`src/rtl/core/spicds_pkg.sv`:
```
`default_nettype none
// ----------------------------------------------------------------------------
// spicds_pkg
// Shared types and constants for the serial clock prescaler and rate search.
// ----------------------------------------------------------------------------
package spicds_pkg;

   localparam int unsigned CLK_W  = 32;
   localparam int unsigned ACC_W  = 48;
   localparam int unsigned BYTE_W = 8;

   localparam logic [CLK_W-1:0] SYSTEM_CLOCK_RESET    = 32'd120000000;
   localparam logic [CLK_W-1:0] ALTERNATE_CLOCK_RESET = 32'd16000000;

   localparam logic [BYTE_W-1:0] PRESCALER_FIRST = 8'd2;
   localparam logic [BYTE_W-1:0] PRESCALER_STEP  = 8'd2;
   localparam logic [BYTE_W-1:0] PRESCALER_LAST  = 8'd254;
   localparam logic [BYTE_W-1:0] RATE_LAST       = 8'd255;

   localparam logic STATUS_OK    = 1'b0;
   localparam logic STATUS_ERROR = 1'b1;

   typedef enum logic [1:0] {
      CSR_SYSTEM_CLOCK = 2'd0,
      CSR_ALTERNATE_CLOCK = 2'd1,
      CSR_USE_ALTERNATE = 2'd2,
      CSR_MASTER_MODE = 2'd3
   } csr_index_type;

   typedef enum logic [1:0] {
      ST_IDLE,
      ST_CHECK,
      ST_SEARCH,
      ST_DONE
   } state_type;

   typedef struct packed {
      logic [CLK_W-1:0] source_hz;
      logic [CLK_W-1:0] target_hz;
      logic             master_mode;
   } job_type;

   typedef struct packed {
      logic              status;
      logic [BYTE_W-1:0] prescaler;
      logic [BYTE_W-1:0] clock_rate;
   } result_type;

endpackage
`default_nettype wire

```
`src/rtl/core/spicds_search.sv`:
```
`default_nettype none
// ----------------------------------------------------------------------------
// spicds_search
// Sequencer around one shared 48-bit adder and comparator: limit check, then
// a walk over (prescaler, divisor) pairs, one pair per cycle.
// ----------------------------------------------------------------------------
module spicds_search (
   input  wire logic                   clock,
   input  wire logic                   reset,
   input  wire logic                   start,
   input  wire spicds_pkg::job_type    job,
   output logic                        ready,
   output logic                        done,
   input  wire logic                   take,
   output spicds_pkg::result_type      result
);

   spicds_pkg::state_type state_ff, state_in;

   logic [spicds_pkg::CLK_W-1:0]  src_ff, src_in;
   logic [spicds_pkg::CLK_W-1:0]  tgt_ff, tgt_in;
   logic [spicds_pkg::CLK_W:0]    tp1_ff, tp1_in;
   logic                          master_ff, master_in;
   logic [spicds_pkg::ACC_W-1:0]  step_ff, step_in;
   logic [spicds_pkg::ACC_W-1:0]  acc_ff, acc_in;
   logic [spicds_pkg::BYTE_W-1:0] presc_ff, presc_in;
   logic [spicds_pkg::BYTE_W-1:0] rate_ff, rate_in;
   logic                          status_ff, status_in;

   logic [spicds_pkg::ACC_W-1:0]  add_a, add_b, sum, cmp_rhs;
   logic                          below, wrap, last_p;

   assign wrap   = (rate_ff == spicds_pkg::RATE_LAST);
   assign last_p = (presc_ff == spicds_pkg::PRESCALER_LAST);

   // shared adder
   always_comb begin
      add_a = '0;
      add_b = '0;
      unique case (state_ff)
         spicds_pkg::ST_CHECK: begin
            if (master_ff) begin
               add_a = {15'd0, tgt_ff, 1'b0};
            end else begin
               add_a = {13'd0, tgt_ff, 3'd0};
               add_b = {14'd0, tgt_ff, 2'd0};
            end
         end
         spicds_pkg::ST_SEARCH: begin
            if (wrap) begin
               add_a = step_ff;
               add_b = {14'd0, tp1_ff, 1'b0};
            end else begin
               add_a = acc_ff;
               add_b = step_ff;
            end
         end
         default: begin
            add_a = '0;
            add_b = '0;
         end
      endcase
   end

   assign sum     = add_a + add_b;
   assign cmp_rhs = (state_ff == spicds_pkg::ST_CHECK) ? sum : acc_ff;
   assign below   = ({16'd0, src_ff} < cmp_rhs);

   // next state
   always_comb begin
      state_in = state_ff;
      unique case (state_ff)
         spicds_pkg::ST_IDLE: begin
            if (start) state_in = spicds_pkg::ST_CHECK;
         end
         spicds_pkg::ST_CHECK: begin
            state_in = below ? spicds_pkg::ST_DONE : spicds_pkg::ST_SEARCH;
         end
         spicds_pkg::ST_SEARCH: begin
            if (below || (wrap && last_p)) state_in = spicds_pkg::ST_DONE;
         end
         spicds_pkg::ST_DONE: begin
            if (take) state_in = spicds_pkg::ST_IDLE;
         end
         default: state_in = spicds_pkg::ST_IDLE;
      endcase
   end

   // datapath
   always_comb begin
      src_in    = src_ff;
      tgt_in    = tgt_ff;
      tp1_in    = tp1_ff;
      master_in = master_ff;
      step_in   = step_ff;
      acc_in    = acc_ff;
      presc_in  = presc_ff;
      rate_in   = rate_ff;
      status_in = status_ff;
      unique case (state_ff)
         spicds_pkg::ST_IDLE: begin
            if (start) begin
               src_in    = job.source_hz;
               tgt_in    = job.target_hz;
               tp1_in    = {1'b0, job.target_hz} + 33'd1;
               master_in = job.master_mode;
            end
         end
         spicds_pkg::ST_CHECK: begin
            step_in   = {14'd0, tp1_ff, 1'b0};
            acc_in    = {14'd0, tp1_ff, 1'b0};
            presc_in  = spicds_pkg::PRESCALER_FIRST;
            rate_in   = '0;
            status_in = spicds_pkg::STATUS_OK;
            if (below) begin
               status_in = spicds_pkg::STATUS_ERROR;
               presc_in  = '0;
            end
         end
         spicds_pkg::ST_SEARCH: begin
            if (below) begin
               status_in = spicds_pkg::STATUS_OK;
            end else if (wrap) begin
               rate_in = '0;
               if (last_p) begin
                  status_in = spicds_pkg::STATUS_ERROR;
                  presc_in  = '0;
               end else begin
                  presc_in = presc_ff + spicds_pkg::PRESCALER_STEP;
                  step_in  = sum;
                  acc_in   = sum;
               end
            end else begin
               rate_in = rate_ff + 8'd1;
               acc_in  = sum;
            end
         end
         spicds_pkg::ST_DONE: begin
            status_in = status_ff;
         end
         default: begin
            status_in = status_ff;
         end
      endcase
   end

   // outputs
   always_comb begin
      ready             = (state_ff == spicds_pkg::ST_IDLE);
      done              = (state_ff == spicds_pkg::ST_DONE);
      result.status     = status_ff;
      result.prescaler  = presc_ff;
      result.clock_rate = rate_ff;
   end

   always_ff @(posedge clock) begin
      if (reset) begin
         state_ff <= spicds_pkg::ST_IDLE;
      end else begin
         state_ff <= state_in;
      end
   end

   always_ff @(posedge clock) begin
      src_ff    <= src_in;
      tgt_ff    <= tgt_in;
      tp1_ff    <= tp1_in;
      master_ff <= master_in;
      step_ff   <= step_in;
      acc_ff    <= acc_in;
      presc_ff  <= presc_in;
      rate_ff   <= rate_in;
      status_ff <= status_in;
   end

   // checks
   a_start_checks: assert property (@(posedge clock) disable iff (reset)
      (ready && start) |=> (state_ff == spicds_pkg::ST_CHECK))
      else $error("search did not begin with the limit check");

   a_ok_even: assert property (@(posedge clock) disable iff (reset)
      (done && (status_ff == spicds_pkg::STATUS_OK)) |->
         (presc_ff[0] == 1'b0 && presc_ff != 8'd0))
      else $error("good result with odd or zero prescaler");

   a_err_zero: assert property (@(posedge clock) disable iff (reset)
      (done && (status_ff == spicds_pkg::STATUS_ERROR)) |->
         (presc_ff == 8'd0 && rate_ff == 8'd0))
      else $error("error result with nonzero fields");

   a_acc_grows: assert property (@(posedge clock) disable iff (reset)
      (state_ff == spicds_pkg::ST_SEARCH) |-> (acc_ff >= step_ff))
      else $error("product accumulator below its step");

   a_done_holds: assert property (@(posedge clock) disable iff (reset)
      (done && !take) |=> (done && $stable(presc_ff) && $stable(rate_ff)))
      else $error("result changed before it was taken");

endmodule
`default_nettype wire

```
`src/rtl/core/spi_clock_divider_search.sv`:
```
`default_nettype none
// ----------------------------------------------------------------------------
// spi_clock_divider_search
// Serial clock prescaler and rate search over even prescalers and all rate divisors.
// ----------------------------------------------------------------------------
// a req beat starts the limit check, then the search tries n pairs, n = pairs tried (0 when refused)
// n is at most 127 * 256 = 32512, one (prescaler, divisor) pair per cycle
// through the shared 48-bit adder and comparator in the search unit
// one item at a time, no new req beat is taken before the last result; req_tready returns when the result
// moves to the rsp register
// reset (synchronous, active high) clears the sequencer and output valid and
// restores the clock, source select and mode registers to their defaults
module spi_clock_divider_search (
   input  wire logic        clock,
   input  wire logic        reset,
   input  wire logic        req_tvalid,
   output logic             req_tready,
   input  wire logic [31:0] req_tdata,   // [31:0] target_hz
   output logic             rsp_tvalid,
   input  wire logic        rsp_tready,
   output logic [23:0]      rsp_tdata,   // [0] status, [8:1] prescaler, [16:9] clock_rate
   input  wire logic        csr_wen,
   input  wire logic [1:0]  csr_index,
   input  wire logic [31:0] csr_wdata
);

   logic [spicds_pkg::CLK_W-1:0] sys_clk_ff, sys_clk_in;
   logic [spicds_pkg::CLK_W-1:0] alt_clk_ff, alt_clk_in;
   logic                         use_alt_ff, use_alt_in;
   logic                         master_ff, master_in;

   logic                         rsp_valid_ff, rsp_valid_in;
   logic [23:0]                  rsp_data_ff, rsp_data_in;

   spicds_pkg::job_type          job;
   spicds_pkg::result_type       result;
   logic                         eng_ready, eng_done, take;

   // config registers
   always_comb begin
      sys_clk_in = sys_clk_ff;
      alt_clk_in = alt_clk_ff;
      use_alt_in = use_alt_ff;
      master_in  = master_ff;
      if (csr_wen) begin
         unique case (spicds_pkg::csr_index_type'(csr_index))
            spicds_pkg::CSR_SYSTEM_CLOCK:    sys_clk_in = csr_wdata;
            spicds_pkg::CSR_ALTERNATE_CLOCK: alt_clk_in = csr_wdata;
            spicds_pkg::CSR_USE_ALTERNATE:   use_alt_in = csr_wdata[0];
            spicds_pkg::CSR_MASTER_MODE:     master_in  = csr_wdata[0];
            default:                         sys_clk_in = sys_clk_ff;
         endcase
      end
   end

   always_ff @(posedge clock) begin
      if (reset) begin
         sys_clk_ff <= spicds_pkg::SYSTEM_CLOCK_RESET;
         alt_clk_ff <= spicds_pkg::ALTERNATE_CLOCK_RESET;
         use_alt_ff <= 1'b0;
         master_ff  <= 1'b1;
      end else begin
         sys_clk_ff <= sys_clk_in;
         alt_clk_ff <= alt_clk_in;
         use_alt_ff <= use_alt_in;
         master_ff  <= master_in;
      end
   end

   assign job.source_hz   = use_alt_ff ? alt_clk_ff : sys_clk_ff;
   assign job.target_hz   = req_tdata;
   assign job.master_mode = master_ff;

   assign req_tready = eng_ready;
   assign take       = !rsp_valid_ff || rsp_tready;

   spicds_search u_search (
      .clock  (clock),
      .reset  (reset),
      .start  (req_tvalid),
      .job    (job),
      .ready  (eng_ready),
      .done   (eng_done),
      .take   (take),
      .result (result)
   );

   // output register
   always_comb begin
      rsp_valid_in = rsp_valid_ff;
      rsp_data_in  = rsp_data_ff;
      if (eng_done && take) begin
         rsp_valid_in = 1'b1;
         rsp_data_in  = {7'd0, result.clock_rate, result.prescaler, result.status};
      end else if (rsp_tready) begin
         rsp_valid_in = 1'b0;
      end
   end

   always_ff @(posedge clock) begin
      if (reset) begin
         rsp_valid_ff <= 1'b0;
      end else begin
         rsp_valid_ff <= rsp_valid_in;
      end
   end

   always_ff @(posedge clock) begin
      rsp_data_ff <= rsp_data_in;
   end

   assign rsp_tvalid = rsp_valid_ff;
   assign rsp_tdata  = rsp_data_ff;

endmodule
`default_nettype wire
```
`config.mk`:
```
export PLATFORM = sky130hd
export DESIGN_NAME = spi_clock_divider_search
export DESIGN_NICKNAME = d
export VERILOG_FILES = /design/src/rtl/core/spicds_pkg.sv /design/src/rtl/core/spicds_search.sv /design/src/rtl/core/spi_clock_divider_search.sv
export SDC_FILE = /design/constraint.sdc
export NUM_CORES = 1
export LEC_CHECK = 0
export BUFFER_PORTS_ARGS = -buffer_cell sky130_fd_sc_hd__clkbuf_2
export CORE_MARGIN = 3
export CORE_UTILIZATION = 45
export CTS_CLUSTER_DIAMETER = 80
export DETAILED_ROUTE_END_ITERATION = 16
export GPL_TIMING_DRIVEN = 0
export SLEW_MARGIN = 20
export SYNTH_ARGS = -nofsm -noshare
export SYNTH_HDL_FRONTEND = slang
export SYNTH_SLANG_ARGS = --single-unit
```
`constraint.sdc`:
```
create_clock -name clock -period 7.8 [get_ports clock]
set_input_delay 0.39 -clock clock [delete_from_list [all_inputs] [get_ports clock]]
set_output_delay 0.39 -clock clock [all_outputs]
set_load 0.01 [all_outputs]
```
==> results of run 1 <==
routing by layer:
| layer | track usage | wire length [um] |
|---|---|---|
| met5 | 0 | 0 |
| met4 | 0.08241 | 1446 |
| met3 | 0.03608 | 2654 |
| met2 | 0.3729 | 21740 |
| met1 | 0.3187 | 21700 |
kinds of logic (layout without fill, tap and decap cells):
kind of cell / Yosys count / after routing / synth area share
and+or+nand+nor: 640 / 640 / 0.1663
AOI/OAI and AO/OA: 394 / 394 / 0.1351
DFF: 295 / 295 / 0.4707
muxes: 153 / 153 / 0.09496
buffers and inverters: 118 / 275 / 0.02819
adders and majority gates: 87 / 87 / 0.06316
xor gates and xnor gates: 82 / 82 / 0.04139
other: 1 / 8 / 0.0002161
repair_timing:
item | 4_1_cts | 5_1_grt
setup buffers | 3 | 3
resized for setup | 14 | 26
pin swaps | 0 | 2
hold endpoints to repair | 0 | 0
setup endpoints to repair | 116 | 111
worst register-to-register path, delay by kind of cell (launching register included):
family | cells | cell delay (ps)
compound gates | 11 | 2040
xor+xnor | 1 | 280
fa+ha+maj | 4 | 1210
buf+inv | 4 | 840
flops | 1 | 410
mux | 2 | 390
simple gates | 9 | 1900
flip-flops by register name (all words and copies together) (netlist names), 8 cells and up:
register / flops
u_search.tp1_ff: 33
u_search.acc_ff: 48
alt_clk_ff: 32
u_search.step_ff: 48
sys_clk_ff: 32
u_search.rate_ff: 8
u_search.tgt_ff: 32
u_search.src_ff: 32
rsp_tdata: 16
through the flow:
| step | TNS [ps] | cells | utilization |
|---|---|---|---|
| floorplan | 0 | 1777 | - |
| global placement | -273240 | 2375 | 0.4880 |
| detailed placement | -123390 | 2382 | 0.4920 |
| CTS | 0 | 2445 | 0.5226 |
| global route | -86.19 | 2445 | 0.5243 |
| finish | 0 | 2445 | 0.5243 |
path summary, 6_finish.rpt:
check | to
worst max-delay path | u_search.acc_ff[24]
worst min-delay path | alt_clk_ff[13]
worst max register to register | u_search.acc_ff[24]
worst min register to register | alt_clk_ff[24]
cell type report:
type,instances,area (um2),area share
Buffer,94,424.2,0.02138
Clock buffer,46,957.2,0.04824
Clock inverter,14,142.6,0.007189
Inverter,21,78.83,0.003973
Multi-Input combinational cell,1364,8798,0.4435
Sequential cell,295,8168,0.4117
Tap cell,511,639.4,0.03223
Timing Repair Buffer,100,631.9,0.03185
synthesized netlist by cell type (all sizes together) (9+ instances only):
library cell  instances
nand2               337
a21oi               228
edfxtp              226
nor2                118
mux2                 93
ha                   86
o21ai                73
clkbuf               72
dfxtp                69
mux2i                60
xnor2                52
nand4                33
xor2                 30
buf                  25
nand3                25
and3                 23
nor3                 21
inv                  20
nand3b               18
and2                 15
a21o                 13
nor4                 12
o21a                 12
a31oi                 9
nand2b                9
o211ai                9
report_power, final:
part / internal (mW) / total (mW) / switching (mW)
logic: 0.779 / 2.16 / 1.38
clock network: 0.934 / 1.57 / 0.639
registers: 2.27 / 2.49 / 0.227
total: 3.98 / 6.23 / 2.25
==> metrics.cfg, run 1 <==
[synth]
synth_top_area_frac=0.3911
synth_area_mm2=0.01735
ys_async_sr_fraction=0
synth_ff_type=edfxtp_1
synth_area_leader_cell=edfxtp_1
syn_inst=1770
synthTopCellsByArea=edfxtp_1, dfxtp_1, nand2_1
avgSynthCellArea_um2=9.804
ys_ff_latch=295
synth_cell_types=81
yosys_warnings=0
synth_edf_count=226
synth.yosys.seq_area_share=0.4707

[clock_tree]
clock_path_buffers=3
cts.sinks=295
clkLatencyLatePin_ps=550
cts_buffers=34
cts_tree=yes
ctsHtreeMaxLevel=2
holdBufCountCts=0
root_buffer=clkbuf_16
cts.reportedPaths.clkPinSlew_ps=60

[worst_hold_path]
hp-start=csr_wdata[13]
holdPathStages=3
min_path_type=in2reg

[timing]
skew_ps=20.51
min_period_over_period=0.9467
slew_headroom=0.2988
tightest_slew_ps=1042
worst_slack_ps=415.7
setup_violations=0
hold_viol=0
drv_slew=0
clock.fmax_ghz=0.1354
finalHoldWorstSlack_ps=66.15
period_minus_slack_ps=7384

[worst_setup_path]
worst_setup_path_end_kind=flop
reg2reg_from=u_search.rate_ff[0]
max_stage_delay_ps=410
cp_max_fo=17
cp_top_family=compound AO/OA/AOI/OAI gates
start_kind=flop
cp-startpoint=u_search.rate_ff[0]
r2r_slack_ps=420
critical_path_class=reg2reg
path_buf_inv=4
cp_data_required_time_ps=8030
slowest_stage=edfxtp_1
cp_num_cells=31
cp.arrival_ps=7620
critPathMostFrequentCell=ha_1
rr_worst_depth=31

[routing]
drt_iter0_drc=950
wl_per_cell_um=19.44
wirelength_um=47540
viasPerCell=5.566
ant_nets=0
drcViolationCount=0
detail_route.first_pass.iterations=6
num_vias=13610

[power]
ir_drop_uv=153.0
p_per_area_mw_per_mm2=313.9
p_leak_nw=7.390
power_mw=6.228

[cells_and_area]
nNetsFinal=2068
diodes=0
final_area_mm2=0.01984
nFillCells=3580
layout-drive-gt1-share=0.1608
final_common_cell=nand2_1
area_delta_synth_final_pct=14.33
layout_common_cells=nand2_1, edfxtp_1, a21oi_1, nor2_1, clkbuf_2

[job]
drv_cap=0

[die]
io-pin-count=97
dieArea_mm2=0.04095
die_h_um=202.4
fp.dieW_um=202.4
core_area_mm2=0.03784
start_util=0.4585
rows=71

[global_route]
antenna_found_initial=1
grt_use_total=0.2314
grt_pass1_vias=13520
overflow=0
grt_max_degree=60
grt_pass1_wl_um=75480

[placed_design]
dp_hpwl_um=36560
gp_congestion=0.9421
post-place-ws_ps=-1374
port_buffers=87
placed_area_mm2=0.01862

[outcome]
status=completed

(Power assumes the default switching activity.)
==> run 2: changes to the inputs <==
Settings changed: BUFFER_PORTS_ARGS -buffer_cell sky130_fd_sc_hd__clkbuf_2 to -buffer_cell sky130_fd_sc_hd__buf_2, CTS_BUF_LIST set to sky130_fd_sc_hd__clkbuf_2 sky130_fd_sc_hd__clkbuf_4 sky130_fd_sc_hd__clkbuf_8, RECOVER_POWER set to 50.
==> run 2 against run 1 <==
Compared with the run above: the flow now finishes with violations (max-capacitance violations, max-slew violations); clock power down 6%; sequential cell count unchanged; maximum frequency down 0.89%; power is 1.4% lower; wire length up 1.7%; die area unchanged; first-iteration DRC count is 10% higher; combinational power barely moved; cell count up 4.0%; critical endpoint is now u_search.acc_ff[32]; largest power group unchanged.
==> metrics.cfg, run 2 (synthesis results as in run 1) <==
[power]
p_per_area_mw_per_mm2=301.5  ; -4.0%
p_leak_nw=7.494  ; +1.4%
ir_drop_uv=150.1  ; -1.9%
power_mw=6.138  ; -1.4%

[routing]
wirelength_um=48370  ; +1.7%
drcViolationCount=0  ; unchanged
detail_route.first_pass.iterations=7  ; +1
wl_per_cell_um=19.02  ; -2.2%
viasPerCell=5.518  ; -0.86%
ant_nets=0  ; unchanged
drt_iter0_drc=1049  ; +10%
num_vias=14030  ; +3.1%

[timing]
period_minus_slack_ps=7450  ; +66.07 ps
setup_violations=0  ; unchanged
drv_slew=101  ; +101
tightest_slew_ps=3012  ; +1970 ps
worst_slack_ps=349.6  ; -66.07 ps
slew_headroom=-1.008  ; -1.307
clock.fmax_ghz=0.1342  ; -0.89%
hold_viol=0  ; unchanged
skew_ps=35.38  ; +14.86 ps
min_period_over_period=0.9552  ; +0.008471

[cells_and_area]
nNetsFinal=2148  ; +3.9%
top_regs=u_search.acc_ff: 48 flops, u_search.step_ff: 48 flops, u_search.tp1_ff: 33 flops
final_area_mm2=0.02036  ; +2.6%
fin_util=0.5379  ; +0.01365
final_common_cell=nand2_1
layout_common_cells=nand2_1, edfxtp_1, a21oi_1, clkbuf_1, nor2_1
layout-drive-gt1-share=0.1388  ; -0.02203
stdcell_count=2543  ; +4.0%
area_delta_synth_final_pct=17.31
nFillCells=3518  ; -1.7%
diodes=0  ; unchanged

[worst_hold_path]
hp-start=rsp_tready
holdPathStages=4  ; +1
min_path_type=in2reg
worstHoldEndpoint=rsp_tvalid

[clock_tree]
cts.reportedPaths.clkPinSlew_ps=60  ; about the same
cts_tree=yes
cts.sinks=295  ; unchanged
clock_path_buffers=3  ; unchanged
root_buffer=clkbuf_8
cts_buffers=50  ; +47%
clkLatencyLatePin_ps=640  ; +90 ps
ctsHtreeMaxLevel=2  ; unchanged

[worst_setup_path]
start_kind=flop
r2r_end=u_search.acc_ff[32]
critical_path_class=reg2reg
r2r_slack_ps=350  ; -70 ps
rr_worst_depth=31  ; unchanged
cp_data_required_time_ps=8110  ; +80 ps
slowest_stage=edfxtp_1
cp.arrival_ps=7760  ; +140 ps
cp_max_fo=21  ; +4
cp-startpoint=u_search.rate_ff[0]
critPathMostFrequentCell=ha_1
max_stage_delay_ps=420  ; about the same
worst_setup_path_end_kind=flop
reg2reg_from=u_search.rate_ff[0]

[outcome]
violations=max-capacitance violations, max-slew violations
status=finished with violations

[placed_design]
placed_area_mm2=0.01862  ; unchanged
gp_congestion=0.9432  ; +0.12%
post-place-ws_ps=-1411  ; -36.56 ps
numPlacedInstances=2382  ; unchanged
port_buffers=87  ; unchanged
dp_hpwl_um=36710  ; +0.43%

[die]
core_area_mm2=0.03784  ; unchanged
die_h_um=202.4  ; unchanged
rows=71  ; unchanged
io-pin-count=97  ; unchanged
fp.dieW_um=202.4  ; unchanged
start_util=0.4585  ; unchanged
dieArea_mm2=0.04095  ; unchanged

[global_route]
grt_pass1_wl_um=76130  ; +0.87%
grt_busiest_layer=met2
overflow=0  ; unchanged
grt_use_met2=0.3715  ; -0.001332
grt_use_total=0.2330  ; +0.001567
met1_usage=0.3144  ; -0.004301
antenna_found_initial=1  ; unchanged
grt_max_degree=60  ; unchanged
grt_pass1_vias=13840  ; +2.4%
use_met3=0.03801  ; +0.001933

[job]
drv_cap=2  ; +2

run 2: worst max-delay path, delay by kind of cell, from the launching register on:
| family | cells | cell delay [ps] |
|---|---|---|
| AOI/OAI and AO/OA | 11 | 2050 |
| muxes | 2 | 380 |
| DFF | 1 | 420 |
| and+or+nand+nor | 9 | 1950 |
| adders and majority gates | 4 | 1190 |
| buffers and inverters | 4 | 830 |
| xor gates and xnor gates | 1 | 280 |
run 2: layout make-up:
| class | count | area, um2 | area share |
|---|---|---|---|
| flip-flops and latches | 295 | 8168 | 0.4012 |
| clock buffers | 80 | 963.4 | 0.04733 |
| plain buffers | 95 | 422.9 | 0.02077 |
| repair buffers | 163 | 1174 | 0.05765 |
| multi-input cells | 1364 | 8788 | 0.4317 |
| clock inverters | 14 | 122.6 | 0.006023 |
| inverters | 21 | 78.83 | 0.003872 |
| well taps | 511 | 639.4 | 0.03141 |
run 2: how the worst max path moves through the flow:
stage	endpoint	slack, ps	cells past startpoint
6_report	u_search.acc_ff[32]	350	31
4_1_cts	u_search.acc_ff[36]	4	32
3_3_place_gp	u_search.acc_ff[26]	-2900	30
2_1_floorplan	u_search.acc_ff[0]	460	30
5_1_grt	u_search.acc_ff[36]	-30	31
3_5_place_dp	u_search.acc_ff[27]	-1410	31
run 2: power by group:
| part | internal (mW) | switching, mW |
|---|---|---|
| combinational | 0.780 | 1.38 |
| clock | 0.825 | 0.641 |
| sequential | 2.28 | 0.225 |
| total | 3.89 | 2.25 |
run 2: what timing repair did:
item | CTS | global route
hold buffers | 63 | 0
gates resized for setup | 13 | 23
setup endpoints to repair | 116 | 111
pin swaps | 1 | 2
endpoints found under the hold margin | 97 | 0
buffers inserted | 3 | 3
run 2: stage by stage:
stage               setup TNS (ps)  hold WS [ps]
detailed placement         -128440         434.3
global placement           -273850         435.2
CTS                              0         14.56
floorplan                        0         400.3
finish                           0         89.53
global route                -552.4         78.40
run 2: per-layer routing:
layer  up-vias  wire (um)
li1       6868          -
met1      6657      21970
met2       417      22040
met3        90       2528
met4         0       1827
met5         -          0
==> run 3: changes to the inputs <==
Settings changed: CORE_MARGIN 3 to 2, SYNTH_HIERARCHICAL set to 1.
==> run 3 against run 2 <==
Compared with the run above: the run still ends with max-capacitance violations, max-slew violations left; largest cell class unchanged; largest power group unchanged; first-iteration DRC count decreased by 12%; critical path depth unchanged; register-to-register slack gained 50 ps; combinational power grew 14%.
==> metrics.cfg, run 3 <==
[placed_design]
numPlacedInstances=2381  ; -0.042%
gp_congestion=0.9323  ; -1.2%
placed_area_mm2=0.01915  ; +2.8%
dp_hpwl_um=37100  ; +1.0%
port_buffers=89  ; +2.3%
post-place-ws_ps=-2039  ; -627.7 ps

[timing]
fin_tns_setup_ps=0  ; unchanged
min_period_over_period=0.9482  ; -0.006938
tightest_slew_ps=3027  ; +15.50 ps
finalHoldWorstSlack_ps=39.07  ; -50.46 ps
drv_slew=101  ; unchanged
hold_viol=0  ; unchanged
rsz0062_at_grt=false
skew_ps=22.71  ; -12.66 ps
clock.fmax_ghz=0.1352  ; +0.73%
setup_violations=0  ; unchanged
slew_headroom=-1.018  ; -0.01033
period_minus_slack_ps=7396  ; -54.11 ps
worst_slack_ps=403.7  ; +54.11 ps

[die]
io-pin-count=97  ; unchanged
dieArea_mm2=0.04138  ; +1.0%
core_area_mm2=0.03946  ; +4.3%
fp.dieW_um=203.4  ; +0.52%
die_h_um=203.4  ; +0.52%
rows=73  ; +2.8%
start_util=0.4536  ; -0.004963

[routing]
detail_route.first_pass.iterations=5  ; -2
num_vias=13900  ; -0.95%
drt_iter0_drc=928  ; -12%
ant_nets=0  ; unchanged
drcViolationCount=0  ; unchanged
wirelength_um=49800  ; +3.0%
viasPerCell=5.504  ; -0.25%
wl_per_cell_um=19.72  ; +3.7%

[cells_and_area]
final_area_mm2=0.02076  ; +2.0%
layout-drive-gt1-share=0.1285  ; -0.01028
fin_util=0.5263  ; -0.01167
diodes=0  ; unchanged
stdcell_count=2525  ; -0.71%
top_regs=u_search/acc_ff: 48 flops, u_search/step_ff: 48 flops, u_search/tp1_ff: 33 flops
final_common_cell=edfxtp_1
layout_common_cells=edfxtp_1, nand2_1, mux2i_1, a21oi_1, nor2_1
nNetsFinal=2118  ; -1.4%
area_delta_synth_final_pct=16.02

[synth]
synth_top_area_frac=0.3809  ; -0.01022
synthAdderAreaFrac=0.06124  ; -0.001921
synth.yosys.seq_area_share=0.4581  ; -0.01264
synth_area_mm2=0.01790  ; +3.1%
ys_async_sr_fraction=0  ; unchanged
yosys.area_share.simple=0.1592  ; -0.007156
syn_inst=1757  ; -0.73%
synth_xor_xnor_area_share=0.03915  ; -0.002237
ys_ff_latch=296  ; +0.34%
synth_commonest_cells=edfxtp_1, nand2_1, mux2i_1
synth_top_family_by_area=simple AND/OR/NAND/NOR gates
synth_most_common_cell=edfxtp_1
synthTopCellsByArea=edfxtp_1, mux2i_1, dfxtp_1
avgSynthCellArea_um2=10.19  ; +3.9%
synth_ff_type=edfxtp_1
synth_area_leader_cell=edfxtp_1
synth_edf_count=227  ; +0.44%
yosys_warnings=6  ; +6
muxShareOfSynthArea=0.1271  ; +0.03214
synth-compound-area-share=0.1228  ; -0.01229
synth_cell_types=70  ; -14%

[power]
power_mw=6.544  ; +6.6%
p_leak_nw=7.942  ; +6.0%
ir_drop_uv=146.8  ; -2.2%
p_per_area_mw_per_mm2=315.1  ; +4.5%

[worst_setup_path]
cp_num_cells=31  ; unchanged
cp.arrival_ps=7700  ; -60 ps
critPathMostFrequentCell=ha_1
cp_data_required_time_ps=8110  ; about the same
slowest_stage=edfxtp_1
cp_max_fo=12  ; -43%
critical_path_class=reg2reg
path_buf_inv=4  ; unchanged
max_stage_delay_ps=420  ; about the same
cp_top_family=compound AO/OA/AOI/OAI gates
rr_worst_depth=31  ; unchanged
worst_setup_path_end_kind=flop
start_kind=flop

[global_route]
grt_use_met2=0.4083  ; +0.03679
met1_usage=0.3180  ; +0.003632
grt_busiest_layer=met2
use_met3=0.03452  ; -0.003494
grt_use_total=0.2426  ; +0.009587
overflow=0  ; unchanged
grt_max_degree=55  ; -8.3%
antenna_found_initial=1  ; unchanged
grt_pass1_wl_um=77380  ; +1.6%
grt_pass1_vias=13890  ; +0.30%

[job]
drv_cap=2  ; unchanged

[clock_tree]
ctsHtreeMaxLevel=2  ; unchanged
root_buffer=clkbuf_8
cts.reportedPaths.clkPinSlew_ps=60  ; about the same
cts_buffers=49  ; -2.0%
cts_tree=yes
cts.sinks=296  ; +0.34%
clock_path_buffers=3  ; unchanged
clkLatencyLatePin_ps=640  ; about the same

[outcome]
violations=max-capacitance violations, max-slew violations
status=finished with violations

[worst_hold_path]
holdPathStages=3  ; -1
min_path_type=in2reg

-- run 3: cell types whose count changed after synthesis, sizes merged, moves of 14 or more --
cell    previous run  this run
mux2              93        66
o21a              12        43
nor2             118       136
buf               25        40
nand3b            18         4
nand2b             9        87
mux2i             60       153
a21oi            228       147
nand2            337       207
-- run 3: repair_timing --
item / 4_1_cts / 5_1_grt
endpoints found under the setup margin: 116 / 111
gates resized for setup: 17 / 31
setup buffers: 9 / 3
cloned: 1 / 0
pin swaps: 2 / 1
hold buffers: 41 / 0
endpoints found under the hold margin: 43 / 0
-- run 3: worst reg2reg max path, delay by kind of cell (launching register included) --
kind	cells	cell delay (ps)
adder cells (fa/ha/maj)	5	1540
XOR/XNOR	1	270
buffers and inverters	4	720
multiplexers	1	160
flip-flops	1	420
AO/OA/AOI/OAI	11	2350
AND/OR/NAND/NOR	9	1610
-- run 3: cell type report --
class	count	area, um2
Multi-Input combinational cell	1344	9251
Buffer	101	515.5
Sequential cell	296	8198
Inverter	22	82.58
Clock buffer	59	787.0
Clock inverter	32	287.8
Timing Repair Buffer	146	985.9
Fill cell	3661	18690
Tap cell	525	656.9
-- run 3: logic make-up (layout without fill, tap and decap cells) --
kind of cell,Yosys count,count (layout)
AO/OA/AOI/OAI,356,357
XOR/XNOR,80,80
adder cells (fa/ha/maj),87,87
buffers and inverters,124,360
flip-flops,296,296
multiplexers,219,219
other,2,8
AND/OR/NAND/NOR,593,593
-- run 3: routing by layer --
metal | up-vias | wire length [um]
li1 | 6797 | -
met1 | 6646 | 22330
met2 | 376 | 23530
met3 | 79 | 2471
met4 | 0 | 1460
met5 | - | 0
-- run 3: final timing paths --
path,start,endpoint,slack (ps)
max,u_search/rate_ff[0],u_search/step_ff[43],400
min,csr_wdata[25],alt_clk_ff[25],40
max reg2reg,u_search/rate_ff[0],u_search/step_ff[43],400
min reg2reg,sys_clk_ff[20],sys_clk_ff[20],470
-- run 3: report_power, final --
| group | internal, mW | total [mW] | switching, mW |
|---|---|---|---|
| Clock | 0.839 | 1.49 | 0.650 |
| Sequential | 2.33 | 2.58 | 0.247 |
| Combinational | 0.923 | 2.47 | 1.55 |
